<file path="config.mk">
export PLATFORM = sky130hd
export DESIGN_NAME = ascii_metric_frame_parser_top
export DESIGN_NICKNAME = d
export VERILOG_FILES = /design/src/rtl/amfp_pkg.sv /design/src/rtl/amfp_front.sv /design/src/rtl/amfp_back.sv /design/src/rtl/ascii_metric_frame_parser_top.sv
export SDC_FILE = /design/constraint.sdc
export NUM_CORES = 1
export LEC_CHECK = 0
export BUFFER_PORTS_ARGS = -buffer_cell sky130_fd_sc_hd__buf_2
export CORE_MARGIN = 3
export CORE_UTILIZATION = 50
export CTS_CLUSTER_DIAMETER = 80
export DETAILED_ROUTE_END_ITERATION = 10
export GPL_TIMING_DRIVEN = 0
export PLACE_DENSITY = 0.76
export REMOVE_ABC_BUFFERS = 1
export SLEW_MARGIN = 15
export SYNTH_ARGS = -nofsm -noshare
export SYNTH_HDL_FRONTEND = slang
export SYNTH_SLANG_ARGS = --single-unit
</file>
<file path="constraint.sdc">
create_clock -name clk -period 13 [get_ports clk]
set_input_delay 1.95 -clock clk [delete_from_list [all_inputs] [get_ports clk]]
set_output_delay 1.95 -clock clk [all_outputs]
set_load 0.01 [all_outputs]
</file>
<file path="src/rtl/amfp_pkg.sv">
// Package for the serial metric frame parser: widths, byte codes, phase type,
// byte classification struct and the classify function. No dependencies.
package amfp_pkg;

	localparam int unsigned BYTE_W      = 8;
	localparam int unsigned CFG_W       = 6;
	localparam int unsigned VALUE_W     = 32;
	localparam int unsigned KIND_W      = 2;
	localparam int unsigned TDATA_W     = 5 * VALUE_W;
	localparam int unsigned TUSER_W     = 1 + KIND_W;
	localparam int unsigned MAX_PAYLOAD_DEF = 32;

	localparam logic [CFG_W-1:0] CFG_RESET = 6'd32;

	localparam logic [BYTE_W-1:0] MARK_DATA = 8'hF1;
	localparam logic [BYTE_W-1:0] MARK_NAK  = 8'hF3;
	localparam logic [BYTE_W-1:0] END_BYTE  = 8'hF6;
	localparam logic [BYTE_W-1:0] CHAR_0    = 8'h30;
	localparam logic [BYTE_W-1:0] CHAR_9    = 8'h39;
	localparam logic [BYTE_W-1:0] CHAR_A    = 8'h41;
	localparam logic [BYTE_W-1:0] CHAR_D    = 8'h44;
	localparam logic [BYTE_W-1:0] CHAR_I    = 8'h49;

	localparam logic [KIND_W-1:0] KIND_CADENCE = 2'd0;
	localparam logic [KIND_W-1:0] KIND_POWER   = 2'd1;
	localparam logic [KIND_W-1:0] KIND_RESIST  = 2'd2;

	localparam logic EV_METRIC = 1'b0;
	localparam logic EV_NAK    = 1'b1;

	typedef enum logic [2:0] {
		PH_HUNT,
		PH_TYPE,
		PH_LEN,
		PH_DATA,
		PH_SUM,
		PH_END
	} phase_t;

	typedef struct packed {
		logic              mark_data;
		logic              mark_nak;
		logic              is_end;
		logic              is_digit;
		logic [3:0]        digit;
		logic              type_ok;
		logic [KIND_W-1:0] kind;
	} cls_t;

	typedef struct packed {
		logic [BYTE_W-1:0] data;
		cls_t              cls;
	} entry_t;

	function automatic cls_t classify(input logic [BYTE_W-1:0] b);
		cls_t              c;
		logic [BYTE_W-1:0] diff;
		diff        = b - CHAR_0;
		c.mark_data = (b == MARK_DATA);
		c.mark_nak  = (b == MARK_NAK);
		c.is_end    = (b == END_BYTE);
		c.is_digit  = (b >= CHAR_0) && (b <= CHAR_9);
		c.digit     = diff[3:0];
		c.type_ok   = (b == CHAR_A) || (b == CHAR_D) || (b == CHAR_I);
		if (b == CHAR_D) begin
			c.kind = KIND_POWER;
		end else if (b == CHAR_I) begin
			c.kind = KIND_RESIST;
		end else begin
			c.kind = KIND_CADENCE;
		end
		return c;
	endfunction

endpackage

</file>
<file path="src/rtl/amfp_front.sv">
// Front end: accepts received bytes, classifies them and holds them in a
// two-entry queue for the back end. Depends on amfp_pkg.
module amfp_front import amfp_pkg::*; (
	input  logic              clk,
	input  logic              arst_n,
	input  logic              in_valid,
	output logic              in_ready,
	input  logic [BYTE_W-1:0] in_data,
	output logic              q_valid,
	input  logic              q_pop,
	output entry_t            q_entry
);

	entry_t     slot0_q;
	entry_t     slot1_q;
	logic [1:0] cnt_q;
	entry_t     new_entry;
	logic       push;

	assign in_ready      = (cnt_q != 2'd2);
	assign push          = in_valid && in_ready;
	assign new_entry.data = in_data;
	assign new_entry.cls  = classify(in_data);
	assign q_valid       = (cnt_q != 2'd0);
	assign q_entry       = slot0_q;

	always_ff @(posedge clk or negedge arst_n) begin
		if (!arst_n) begin
			cnt_q <= 2'd0;
		end else begin
			if (push && !q_pop) begin
				cnt_q <= cnt_q + 2'd1;
			end else if (!push && q_pop) begin
				cnt_q <= cnt_q - 2'd1;
			end
		end
	end

	always_ff @(posedge clk) begin
		if (q_pop) begin
			slot0_q <= (push && cnt_q == 2'd1) ? new_entry : slot1_q;
			if (push && cnt_q == 2'd2) begin
				slot1_q <= new_entry;
			end
		end else if (push) begin
			if (cnt_q == 2'd0) begin
				slot0_q <= new_entry;
			end else begin
				slot1_q <= new_entry;
			end
		end
	end

endmodule

</file>
<file path="src/rtl/amfp_back.sv">
// Back end: frame state machine, checksum, digit decoding with saturation,
// metric registers and the output register. Depends on amfp_pkg.
module amfp_back import amfp_pkg::*; #(
	parameter int unsigned MAX_PAYLOAD = MAX_PAYLOAD_DEF
) (
	input  logic               clk,
	input  logic               arst_n,
	input  logic               cfg_we,
	input  logic [CFG_W-1:0]   cfg_wdata,
	input  logic               q_valid,
	output logic               q_pop,
	input  entry_t             q_entry,
	output logic               out_valid,
	input  logic               out_ready,
	output logic [TDATA_W-1:0] out_data,
	output logic [TUSER_W-1:0] out_user
);

	localparam logic [CFG_W-1:0] MAX_LIM = CFG_W'(MAX_PAYLOAD);

	logic [CFG_W-1:0]   cfg_q;
	phase_t             phase_q, phase_d;
	logic               nak_q, nak_d;
	cls_t               held_cls_q, held_cls_d;
	logic [CFG_W-1:0]   len_q, len_d;
	logic [CFG_W-1:0]   seen_q, seen_d;
	logic [BYTE_W-1:0]  sum_q, sum_d;
	logic               dok_q, dok_d;
	logic               chk_q, chk_d;
	logic [VALUE_W-1:0] acc_q, acc_d;
	logic [VALUE_W-1:0] w_q, w_d;
	logic               wovf_q, wovf_d;
	logic [VALUE_W-1:0] cad_q, cad_d;
	logic [VALUE_W-1:0] pwr_q, pwr_d;
	logic [VALUE_W-1:0] res_q, res_d;
	logic [VALUE_W-1:0] cnt_q, cnt_d;

	logic               ovalid_q;
	logic [TDATA_W-1:0] odata_q;
	logic [TUSER_W-1:0] ouser_q;

	logic               emit;
	logic               ev;
	logic [KIND_W-1:0]  okind;
	logic [VALUE_W-1:0] oval;

	logic [BYTE_W-1:0]  b;
	cls_t               c;
	logic [CFG_W-1:0]   lim;
	logic [CFG_W-1:0]   seen_inc;
	logic [35:0]        prod;
	logic [35:0]        acc_sum;
	logic [35:0]        w10;
	logic               frame_ok;

	assign b        = q_entry.data;
	assign c        = q_entry.cls;
	assign lim      = (cfg_q > MAX_LIM) ? MAX_LIM : cfg_q;
	assign seen_inc = seen_q + CFG_W'(1);
	assign prod     = 36'(w_q) * 36'(c.digit);
	assign acc_sum  = 36'(acc_q) + prod;
	assign w10      = {1'b0, w_q, 3'b000} + {3'b000, w_q, 1'b0};
	assign frame_ok = c.is_end && chk_q && (len_q != '0) && dok_q && held_cls_q.type_ok;

	assign q_pop     = q_valid && (!ovalid_q || out_ready);
	assign out_valid = ovalid_q;
	assign out_data  = odata_q;
	assign out_user  = ouser_q;

	always_comb begin
		phase_d    = phase_q;
		nak_d      = nak_q;
		held_cls_d = held_cls_q;
		len_d      = len_q;
		seen_d     = seen_q;
		sum_d      = sum_q;
		dok_d      = dok_q;
		chk_d      = chk_q;
		acc_d      = acc_q;
		w_d        = w_q;
		wovf_d     = wovf_q;
		cad_d      = cad_q;
		pwr_d      = pwr_q;
		res_d      = res_q;
		cnt_d      = cnt_q;
		emit       = 1'b0;
		ev         = EV_METRIC;
		okind      = KIND_CADENCE;
		oval       = '0;
		if (q_pop) begin
			unique case (phase_q)
				PH_HUNT: begin
					if (c.mark_data || c.mark_nak) begin
						phase_d    = PH_TYPE;
						nak_d      = c.mark_nak;
						held_cls_d = '0;
						len_d      = '0;
						seen_d     = '0;
						sum_d      = b;
						dok_d      = 1'b1;
						chk_d      = 1'b0;
						acc_d      = '0;
						w_d        = VALUE_W'(1);
						wovf_d     = 1'b0;
					end
				end
				PH_TYPE: begin
					held_cls_d = c;
					sum_d      = sum_q + b;
					phase_d    = PH_LEN;
				end
				PH_LEN: begin
					priority if (nak_q) begin
						phase_d = PH_SUM;
					end else if (b > {2'b00, lim}) begin
						// length implausible: rescan held type byte, then this byte
						priority if (held_cls_q.mark_data || held_cls_q.mark_nak) begin
							phase_d    = PH_LEN;
							nak_d      = held_cls_q.mark_nak;
							held_cls_d = c;
							sum_d      = (held_cls_q.mark_nak ? MARK_NAK : MARK_DATA) + b;
						end else if (c.mark_data || c.mark_nak) begin
							phase_d    = PH_TYPE;
							nak_d      = c.mark_nak;
							held_cls_d = '0;
							sum_d      = b;
						end else begin
							phase_d    = PH_HUNT;
						end
						if (held_cls_q.mark_data || held_cls_q.mark_nak
							|| c.mark_data || c.mark_nak) begin
							len_d  = '0;
							seen_d = '0;
							dok_d  = 1'b1;
							chk_d  = 1'b0;
							acc_d  = '0;
							w_d    = VALUE_W'(1);
							wovf_d = 1'b0;
						end
					end else begin
						len_d   = b[CFG_W-1:0];
						sum_d   = sum_q + b;
						phase_d = (b == '0) ? PH_SUM : PH_DATA;
					end
				end
				PH_DATA: begin
					sum_d = sum_q + b;
					if (!c.is_digit) begin
						dok_d = 1'b0;
					end else if (dok_q) begin
						if (c.digit != 4'd0) begin
							if (wovf_q || (acc_sum[35:32] != 4'd0)) begin
								acc_d = '1;
							end else begin
								acc_d = acc_sum[VALUE_W-1:0];
							end
						end
						if (!wovf_q) begin
							if (w10[35:32] != 4'd0) begin
								wovf_d = 1'b1;
							end else begin
								w_d = w10[VALUE_W-1:0];
							end
						end
					end
					seen_d = seen_inc;
					if (seen_inc >= len_q) begin
						phase_d = PH_SUM;
					end
				end
				PH_SUM: begin
					chk_d   = (b == sum_q);
					phase_d = PH_END;
				end
				PH_END: begin
					phase_d = PH_HUNT;
					if (nak_q) begin
						emit = 1'b1;
						ev   = EV_NAK;
					end else if (frame_ok) begin
						emit  = 1'b1;
						okind = held_cls_q.kind;
						oval  = acc_q;
						cnt_d = cnt_q + VALUE_W'(1);
						unique case (held_cls_q.kind)
							KIND_POWER:  pwr_d = acc_q;
							KIND_RESIST: res_d = acc_q;
							default:     cad_d = acc_q;
						endcase
					end
				end
				default: begin
					phase_d = PH_HUNT;
				end
			endcase
		end
	end

	always_ff @(posedge clk or negedge arst_n) begin
		if (!arst_n) begin
			cfg_q      <= CFG_RESET;
			phase_q    <= PH_HUNT;
			nak_q      <= 1'b0;
			held_cls_q <= '0;
			len_q      <= '0;
			seen_q     <= '0;
			sum_q      <= '0;
			dok_q      <= 1'b1;
			chk_q      <= 1'b0;
			acc_q      <= '0;
			w_q        <= VALUE_W'(1);
			wovf_q     <= 1'b0;
			cad_q      <= '0;
			pwr_q      <= '0;
			res_q      <= '0;
			cnt_q      <= '0;
			ovalid_q   <= 1'b0;
		end else begin
			if (cfg_we) begin
				cfg_q <= cfg_wdata;
			end
			phase_q    <= phase_d;
			nak_q      <= nak_d;
			held_cls_q <= held_cls_d;
			len_q      <= len_d;
			seen_q     <= seen_d;
			sum_q      <= sum_d;
			dok_q      <= dok_d;
			chk_q      <= chk_d;
			acc_q      <= acc_d;
			w_q        <= w_d;
			wovf_q     <= wovf_d;
			cad_q      <= cad_d;
			pwr_q      <= pwr_d;
			res_q      <= res_d;
			cnt_q      <= cnt_d;
			if (emit) begin
				ovalid_q <= 1'b1;
			end else if (out_ready) begin
				ovalid_q <= 1'b0;
			end
		end
	end

	always_ff @(posedge clk) begin
		if (emit) begin
			odata_q <= {cnt_d, res_d, pwr_d, cad_d, oval};
			ouser_q <= {okind, ev};
		end
	end

endmodule

</file>
<file path="src/rtl/ascii_metric_frame_parser_top.sv">
// Top level of the serial metric frame parser: byte front end, queue, and
// frame back end. Depends on amfp_pkg, amfp_front and amfp_back.
//
//   port group  dir  fields (lsb first)
//   s_axis      in   tdata: rx_byte[7:0]
//   m_axis      out  tuser: event_kind, metric_kind[1:0]
//                    tdata: metric_value, latest_cadence, latest_power,
//                           latest_resistance, good_frame_count (32b each)
//   cfg         in   cfg_wdata: max_payload_length[5:0], written when cfg_we
//
// One byte per cycle sustained unless a result is held; the back end takes one
// queued byte each such cycle. The end byte of a good or NAK frame loads the
// output register. The two-entry queue keeps input flowing while output is held,
// until full. Back end stalls only while a result waits on m_axis_tready.
// arst_n resets all but the data registers; max_payload_length returns to 32.
module ascii_metric_frame_parser_top import amfp_pkg::*; #(
	parameter int unsigned MAX_PAYLOAD = MAX_PAYLOAD_DEF
) (
	input  logic               clk,
	input  logic               arst_n,
	input  logic               s_axis_tvalid,
	output logic               s_axis_tready,
	input  logic [BYTE_W-1:0]  s_axis_tdata,  // rx_byte
	output logic               m_axis_tvalid,
	input  logic               m_axis_tready,
	// metric_value, latest_cadence, latest_power, latest_resistance, good_frame_count
	output logic [TDATA_W-1:0] m_axis_tdata,
	output logic [TUSER_W-1:0] m_axis_tuser,  // event_kind, metric_kind
	input  logic               cfg_we,
	input  logic [CFG_W-1:0]   cfg_wdata      // max_payload_length
);

	logic   q_valid;
	logic   q_pop;
	entry_t q_entry;

	amfp_front u_front (
		.clk      (clk),
		.arst_n   (arst_n),
		.in_valid (s_axis_tvalid),
		.in_ready (s_axis_tready),
		.in_data  (s_axis_tdata),
		.q_valid  (q_valid),
		.q_pop    (q_pop),
		.q_entry  (q_entry)
	);

	amfp_back #(
		.MAX_PAYLOAD (MAX_PAYLOAD)
	) u_back (
		.clk       (clk),
		.arst_n    (arst_n),
		.cfg_we    (cfg_we),
		.cfg_wdata (cfg_wdata),
		.q_valid   (q_valid),
		.q_pop     (q_pop),
		.q_entry   (q_entry),
		.out_valid (m_axis_tvalid),
		.out_ready (m_axis_tready),
		.out_data  (m_axis_tdata),
		.out_user  (m_axis_tuser)
	);

	a_pop_has_data: assert property (@(posedge clk) disable iff (!arst_n)
		q_pop |-> q_valid)
		else $error("queue popped while empty");

	a_no_pop_on_stall: assert property (@(posedge clk) disable iff (!arst_n)
		(m_axis_tvalid && !m_axis_tready) |-> !q_pop)
		else $error("back end advanced while result stalled");

	a_full_means_data: assert property (@(posedge clk) disable iff (!arst_n)
		!s_axis_tready |-> q_valid)
		else $error("input blocked with empty queue");

	a_nak_zero: assert property (@(posedge clk) disable iff (!arst_n)
		(m_axis_tvalid && m_axis_tuser[0]) |->
			(m_axis_tdata[31:0] == 32'd0) && (m_axis_tuser[2:1] == 2'd0))
		else $error("NAK result carries metric data");

endmodule
</file>
# ---- Word-level counts from Yosys, hierarchy flattened
# Cells that the tools add are included.
dict set report classes {
  n_addsub 9
  mul 1
  n_lt_le_gt_ge 5
  eq_ne 31
  n_mux 106
  bitwise_logic 3
  reduce_logical 56
}
# cell count
set ops {}
lappend ops {{$mux W32} 35}
lappend ops {{$pmux W32 S3} 2}
lappend ops {{$mux W19} 8}
lappend ops {{$mux W11} 4}
lappend ops {{$mux W6} 7}
lappend ops {{$add A32 B36 Y36} 1}
lappend ops {{$add A35 B33 Y36} 1}
lappend ops {{$mul A32 B4 Y36} 1}
lappend ops {{$pmux W11 S3} 1}
lappend ops {{$add A32 B1 Y32 const B} 1}
lappend ops {{$mux W8} 4}
lappend ops {{$mux W1} 26}
lappend ops {{$eq A8 B7 Y1 const B} 3}
lappend ops {{$eq A8 B8 Y1 const B} 3}
lappend ops {{$pmux W8 S3} 1}
lappend ops {{$mux W3} 6}
lappend ops {{$pmux W6 S3} 1}
lappend ops {{$add A8 B8 Y8} 2}
lappend ops {{$pmux W3 S5} 1}
lappend ops {{$ne A2 B1 Y1 const B} 7}
lappend ops {{$ne A2 B2 Y1 const B} 7}
lappend ops {{$pmux W6 S2} 1}
lappend ops {{$reduce_and A3 Y1} 4}
lappend ops {{$reduce_and A6 Y1} 2}
lappend ops {{other kinds (39)} 82}
dict set report word_totals {
  reg_bits 440
  input_bits 19
  output_inout_bits 165
  elab_cells 255
}

# ---- Depth between registers and ports, before layout
dict set report logic_depth {
  ltp_word 9
  ltp_mapped 20
}

# ---- Cells and area by module
# From an unflattened synthesis, not the netlist that was laid out.
dict set report hier_totals {
  cells_unflattened 2175
  hier_area_um2 23522.6
}
# module n_inst cells_per_inst area_per_inst_um2
set by_module_without_submodules {}
lappend by_module_without_submodules {amfp_back 1 2075 22047.4}
lappend by_module_without_submodules {amfp_front 1 100 1475.2}

# ---- Least setup slack after synthesis
# Ideal clock, no wire load.
dict set report synth_timing {
  kind {input to register}
  from {in m_axis_tready}
  to {reg u_back.ovalid_q (netlist: u_back.out_valid)}
  setup_ps 88
  arrival_ps 6537
  path_slack_ps 6375
  stages 4
  path_buffers 0
  path_cell_list {nor2b_1 -> nor4b_1 -> o21a_1 -> or2_2}
}
dict set report synth_between {
  elab_chain_cells 4
  word_cells_on_any_way 5
  classes_between {2 x mux; 3 x reduce/logical}
}
# item line
set synth_rtl {}
lappend synth_rtl {{start: declaration} ascii_metric_frame_parser_top.sv:25} ;# input logic m_axis_tready,
lappend synth_rtl {{$logic_or A1 B1 Y1 (*)} amfp_back.sv:65} ;# assign q_pop = q_valid && (!ovalid_q || out_ready);
lappend synth_rtl {{$logic_and A1 B1 Y1 (*)} amfp_back.sv:65}
lappend synth_rtl {{$mux W1 (*)} amfp_back.sv:90} ;# if (q_pop) begin
lappend synth_rtl {{named net u_back.emit} amfp_back.sv:42} ;# logic emit;
lappend synth_rtl {{$mux W1 or $reduce_bool A2 Y1 (tied branches)} n/a}
lappend synth_rtl {{end signal: assignment} amfp_back.sv:217} ;# ovalid_q <= 1'b0;
lappend synth_rtl {{end signal: assignment} amfp_back.sv:238} ;# ovalid_q <= 1'b1;
lappend synth_rtl {{end signal: assignment} amfp_back.sv:240} ;# ovalid_q <= 1'b0;
lappend synth_rtl {{end: declaration} amfp_back.sv:38} ;# logic ovalid_q;
# The timed path passes the listed nets; every way through them passes the cells marked *.
# A chain may end at the register's enable or synchronous reset.

# ---- Worst setup path after layout
dict set report layout_timing {
  from {reg u_front.slot0_q (netlist bit u_front.q_entry[5])}
  to {reg u_back.acc_q[7]}
}
dict set report layout_between {
  elab_chain_cells 9
  word_cells_on_any_way 12
  classes_between {1 x add/sub; 1 x mul; 1 x eq/ne; 5 x mux; 4 x reduce/logical}
}
# item line
set layout_rtl {}
lappend layout_rtl {{start: declaration} amfp_front.sv:14} ;# entry_t slot0_q;
lappend layout_rtl {{start signal: assignment} amfp_front.sv:41} ;# slot0_q <= (push && cnt_q == 2'd1) ? new_entry : slot1_q;
lappend layout_rtl {{start signal: assignment} amfp_front.sv:47} ;# slot0_q <= new_entry;
lappend layout_rtl {{$mul A32 B4 Y36} amfp_back.sv:60} ;# assign prod = 36'(w_q) * 36'(c.digit);
lappend layout_rtl {{$add A32 B36 Y36} amfp_back.sv:61} ;# assign acc_sum = 36'(acc_q) + prod;
lappend layout_rtl {{$reduce_bool A4 Y1} amfp_back.sv:152} ;# if (wovf_q || (acc_sum[35:32] != 4'd0)) begin
lappend layout_rtl {{$logic_or A1 B1 Y1} amfp_back.sv:152}
lappend layout_rtl {{$mux W32} amfp_back.sv:152}
lappend layout_rtl {{$mux W32} amfp_back.sv:151} ;# if (c.digit != 4'd0) begin
lappend layout_rtl {{$mux W32} amfp_back.sv:150} ;# end else if (dok_q) begin
lappend layout_rtl {{$mux W32} amfp_back.sv:148} ;# if (!c.is_digit) begin
lappend layout_rtl {{$pmux W32 S3} amfp_back.sv:91} ;# unique case (phase_q)
lappend layout_rtl {{end signal: assignment} amfp_back.sv:210} ;# acc_q <= '0;
lappend layout_rtl {{end signal: assignment} amfp_back.sv:230} ;# acc_q <= acc_d;
lappend layout_rtl {{end: declaration} amfp_back.sv:30} ;# logic [VALUE_W-1:0] acc_q, acc_d;
# Several ways; a longest one is shown, not always the timed one. The select of a mux whose other input is x is not followed.

==> impl_summary.txt <==
----------------------------------------------------
[Critical path]
  Crit path capture type ... flop
  Setup slack on the worst flop-to-flop path ... 5910 ps
  Worst Reg-to-Reg Cells ... 20
  Destination of the worst register-to-register timing path ... u_back.acc_q[7]
  Critical Setup Path Class ... reg -> reg
  WP data required ... 13470 ps
  Startpoint Class ... flop
  Data arrival time of the critical path ... 7570 ps
  Crit Reg-Reg Startpoint ... u_front.q_entry[5]
  Maximum fanout along the worst path ... 27

[Detailed routing]
  Number of detailed-routing iterations run before antenna repair ... 6
  Average detailed-routed wire length per instance ... 18.3 um
  Residual DRC count ... 0
  Routed via count ... 16672
  Average via count per standard cell ... 5.62
  Count of antenna-violating nets left after detailed routing ... 0
  Total Routed Length ... 54300 um
  Number of violations reported at the end of detailed-routing iteration 0 ... 1320

[Clocking]
  Number of buffers created by CTS ... 47
  Total of hold buffers inserted after clock tree synthesis ... 0
  Source-to-sink clock delay at the later pin of the worst-skew pair ... 590 ps
  TritonCTS sink count ... 426
  Number of gates resized after cts ... 0
  Count of H-tree levels built during CTS ... 2
  Clock tree from TritonCTS ... yes
  CTS Root Buffer Type ... clkbuf_16
  Clock-pin slew of the registers on the worst-case setup and hold paths ... 60 ps
  Maximum count of clock buffers along a single path ... 3
  Number of buffers inserted to repair setup after CTS ... 0

[Logic synthesis]
  Cells taking the most area after synthesis ... edfxtp_1, dfrtp_1, fa_1, ha_1, and2_1
  Cell Area, Synth ... 0.0235 mm^2
  Xor/xnor share of the synthesized area ... 3.76%
  Area share of fa/ha/maj cells after synthesis ... 13.5%
  Share of synthesized registers carrying an async set or reset ... 54.7%
  Number of enable flip-flop cells after synthesis ... 193
  Combinational family with the most area after synthesis ... simple AND/OR/NAND/NOR gates
  Post-synthesis mux area share ... 2.30%
  Cell count after synthesis ... 2166
  Total number of yosys warnings ... 0
  Top cell types by occurrence after synthesis ... dfrtp_1, nand2_1, edfxtp_1
  Avg Synthesized Cell Area ... 10.9 um^2
  Post-synthesis share of cell area spent on and, or, nand and nor gates ... 13.6%
  Area share of the largest cell type after synthesis ... 24.6%
  Most frequently used cell type in the post-synthesis netlist ... dfrtp_1
  Share of synthesized area occupied by flip-flops and latches ... 49.4%
  Most frequently used flop master after synthesis ... dfrtp_1
  Count of different cell masters after synthesis ... 76
  Post-synthesis compound-gate area fraction ... 13.1%
  Post-synthesis cell type with the largest combined area ... edfxtp_1
  Count of state elements after synthesis ... 426

[Layout]
  Fill cells ... 3792
  Antenna diodes ... 0
  Area growth, synth to finish ... 13.8%
  Nets ... 2542
  Proportion of layout cells with a drive suffix above 1 ... 14.4%
  Area occupied by registers ... 0.0116 mm^2
  Multi-input gate area in the final layout ... 0.0110 mm^2

[Place]
  Place WS ... 6060 ps
  Final Wtd Congestion ... 0.932
  # port buffers ... 183
  Post-DP HPWL ... 38300 um

[Global route]
  GRT overflow ... 0
  Vias in the first global route ... 16855
  Number of antenna violations at the first check in global routing ... 0
  Global-route wire length before repair ... 88800 um
  Largest net degree at the start of global routing ... 104
  Overall routing resource usage ... 21.9%

[Power and ir drop]
  Peak supply drop ... 0.176 mV
  Lkg Pwr ... 12.1 nW
  Power density over cell area ... 156 mW/mm^2

[STA]
  RSZ-0062 raised after global routing ... no
  Fmax ... 0.141 GHz
  Setup ws final ... 5910 ps
  Slew Limit Headroom ... 25.7%
  Worst clock skew ... 15.9 ps
  Final Critical Period ... 7090 ps
  Final hold violations ... 0
  Number of setup violations in the final report ... 0
  Number of slew-limit violations in the final report ... 0
  Final TNS setup ... 0 ps
  Tcrit/Tclk final ... 54.6%
  Measured slew at the worst slew-check pin ... 1090 ps

[Min path]
  Worst-case hold path end point ... u_back.len_q[2]
  Worst min path class ... reg -> reg
  Hold path depth ... 2
  Hold path start ... u_back.len_q[2]

[Die]
  Die height ... 223 um
  Die ar. ... 0.0497 mm^2
  IO Count ... 184
  Overall die width ... 223 um
  Number of cell rows ... 78
  Area of the core region ... 0.0460 mm^2
  Initial cell density of the core ... 51.2%

[Outcome]
  Run status ... finished clean

[Flow run]
  Number of max-cap violations ... 0

----------------------------------------------------
-- power by group --
| group | internal, mW | switching (mW) | total (mW) |
|---|---|---|---|
| Clock | 0.790 | 0.564 | 1.35 |
| Combinational | 0.430 | 0.715 | 1.14 |
| Sequential | 1.54 | 0.129 | 1.67 |
-- metrics by stage --
stage | cell area (um^2) | util, % | power (mW) | hold WS [ps] | instances
after CTS | 26800 | 58.2 | 4.20 | 482 | 2965
after detailed placement | 25200 | 54.8 | 2.83 | 461 | 2877
final | 26800 | 58.2 | 4.17 | 483 | 2965
after floorplan | 23200 | - | 2.42 | 439 | 2080
after global routing | 26800 | 58.2 | 4.41 | 494 | 2965
after global placement | 24800 | 54.0 | 2.72 | 460 | 2863
-- state kept, by name, indices dropped and copies added, names as in the netlist, 8 cells and up --
name,count
u_back.cnt_q,32
u_back.acc_q,32
u_back.cad_q,32
u_back.sum_q,8
u_back.res_q,32
u_back.out_data,160
u_front.q_entry,15
u_front.slot1_q,15
u_back.pwr_q,32
u_back.w_q,32
-- cell families (layout without fill, tap and decap cells) --
family / after synthesis / count (layout)
AO/OA/AOI/OAI: 505 / 505
AND/OR/NAND/NOR: 634 / 634
adder cells (fa/ha/maj): 197 / 197
flip-flops: 426 / 426
buffers and inverters: 254 / 453
XOR/XNOR: 101 / 101
multiplexers: 49 / 49
-- final cells by class --
cell class | instances | share of cell area (%)
sequential | 426 | 43.4
multi-input combinational | 1486 | 40.9
clock buffer | 63 | 4.85
timing repair buffer | 197 | 4.55
tap | 600 | 2.80
inverter | 168 | 2.36
clock inverter | 25 | 1.07
-- per-layer routing --
layer  part of all wire, %  global-route usage [%]  wire, um  vias to the layer above
li1                      -                       -         -                     7917
met1                    43                    28.7     23200                     8168
met2                    49                    37.0     26500                      478
met3                   5.2                    3.68      2840                      109
met4                   3.3                    7.57      1790                        0
met5                     0                       0         0                        -
-- layout by cell type (no fill, tap or decap), types with 6 or more instances in the layout --
cell type | synthesis | routed
fa_1 | 94 | 94
and2_1 | 167 | 167
a211oi_1 | 8 | 8
nand4_1 | 24 | 24
clkbuf_16 | 0 | 48
nor2b_1 | 14 | 14
mux2i_1 | 9 | 9
mux2_2 | 40 | 40
ha_1 | 103 | 103
a21o_1 | 22 | 22
nand2b_1 | 15 | 15
inv_1 | 167 | 167
nor2_1 | 76 | 75
or2_2 | 7 | 7
buf_16 | 0 | 8
nand3_1 | 42 | 42
nor4_1 | 11 | 10
buf_2 | 6 | 184
a22o_1 | 35 | 35
xor2_1 | 37 | 37
o21a_1 | 14 | 13
and3_1 | 16 | 16
dfrtp_1 | 230 | 230
xnor2_1 | 64 | 64
o22ai_1 | 7 | 7
nand2_1 | 212 | 209
clkbuf_1 | 72 | 11
a31oi_1 | 40 | 40
clkinv_2 | 0 | 8
edfxtp_1 | 193 | 193
nor3_1 | 22 | 22
o21bai_1 | 8 | 8
a221oi_1 | 6 | 6
a21oi_1 | 148 | 147
o211ai_1 | 7 | 7
o21ai_0 | 155 | 155
-- worst max-delay path by stage --
stage	startpoint	endpoint	slack (ps)	cells after the start
after floorplan	u_front.q_entry[4]	u_back.acc_q[4]	6150	16
after global placement	u_front.q_entry[4]	u_back.acc_q[29]	2740	16
after detailed placement	u_front.q_entry[5]	u_back.acc_q[7]	6060	20
after CTS	u_front.q_entry[5]	u_back.acc_q[7]	5970	20
after global routing	u_front.q_entry[5]	u_back.acc_q[7]	5530	20
final	u_front.q_entry[5]	u_back.acc_q[7]	5910	20
-- worst max-delay path, stage by stage, from the launching register on --
cell      delay [ps]
edfxtp_1         880
buf_16           230
and2_1           180
fa_1             470
fa_1             550
inv_1             50
fa_1             530
inv_1             50
ha_1             380
nand4_1          230
nor4_1           240
a31oi_1          170
a41o_1           390
o41ai_1          540
xor2_1           150
nor4_2           880
buf_6            240
buf_2            220
buf_2            250
nand3b_1         110
a22o_1           200
Power figures use the tool's default switching activity.
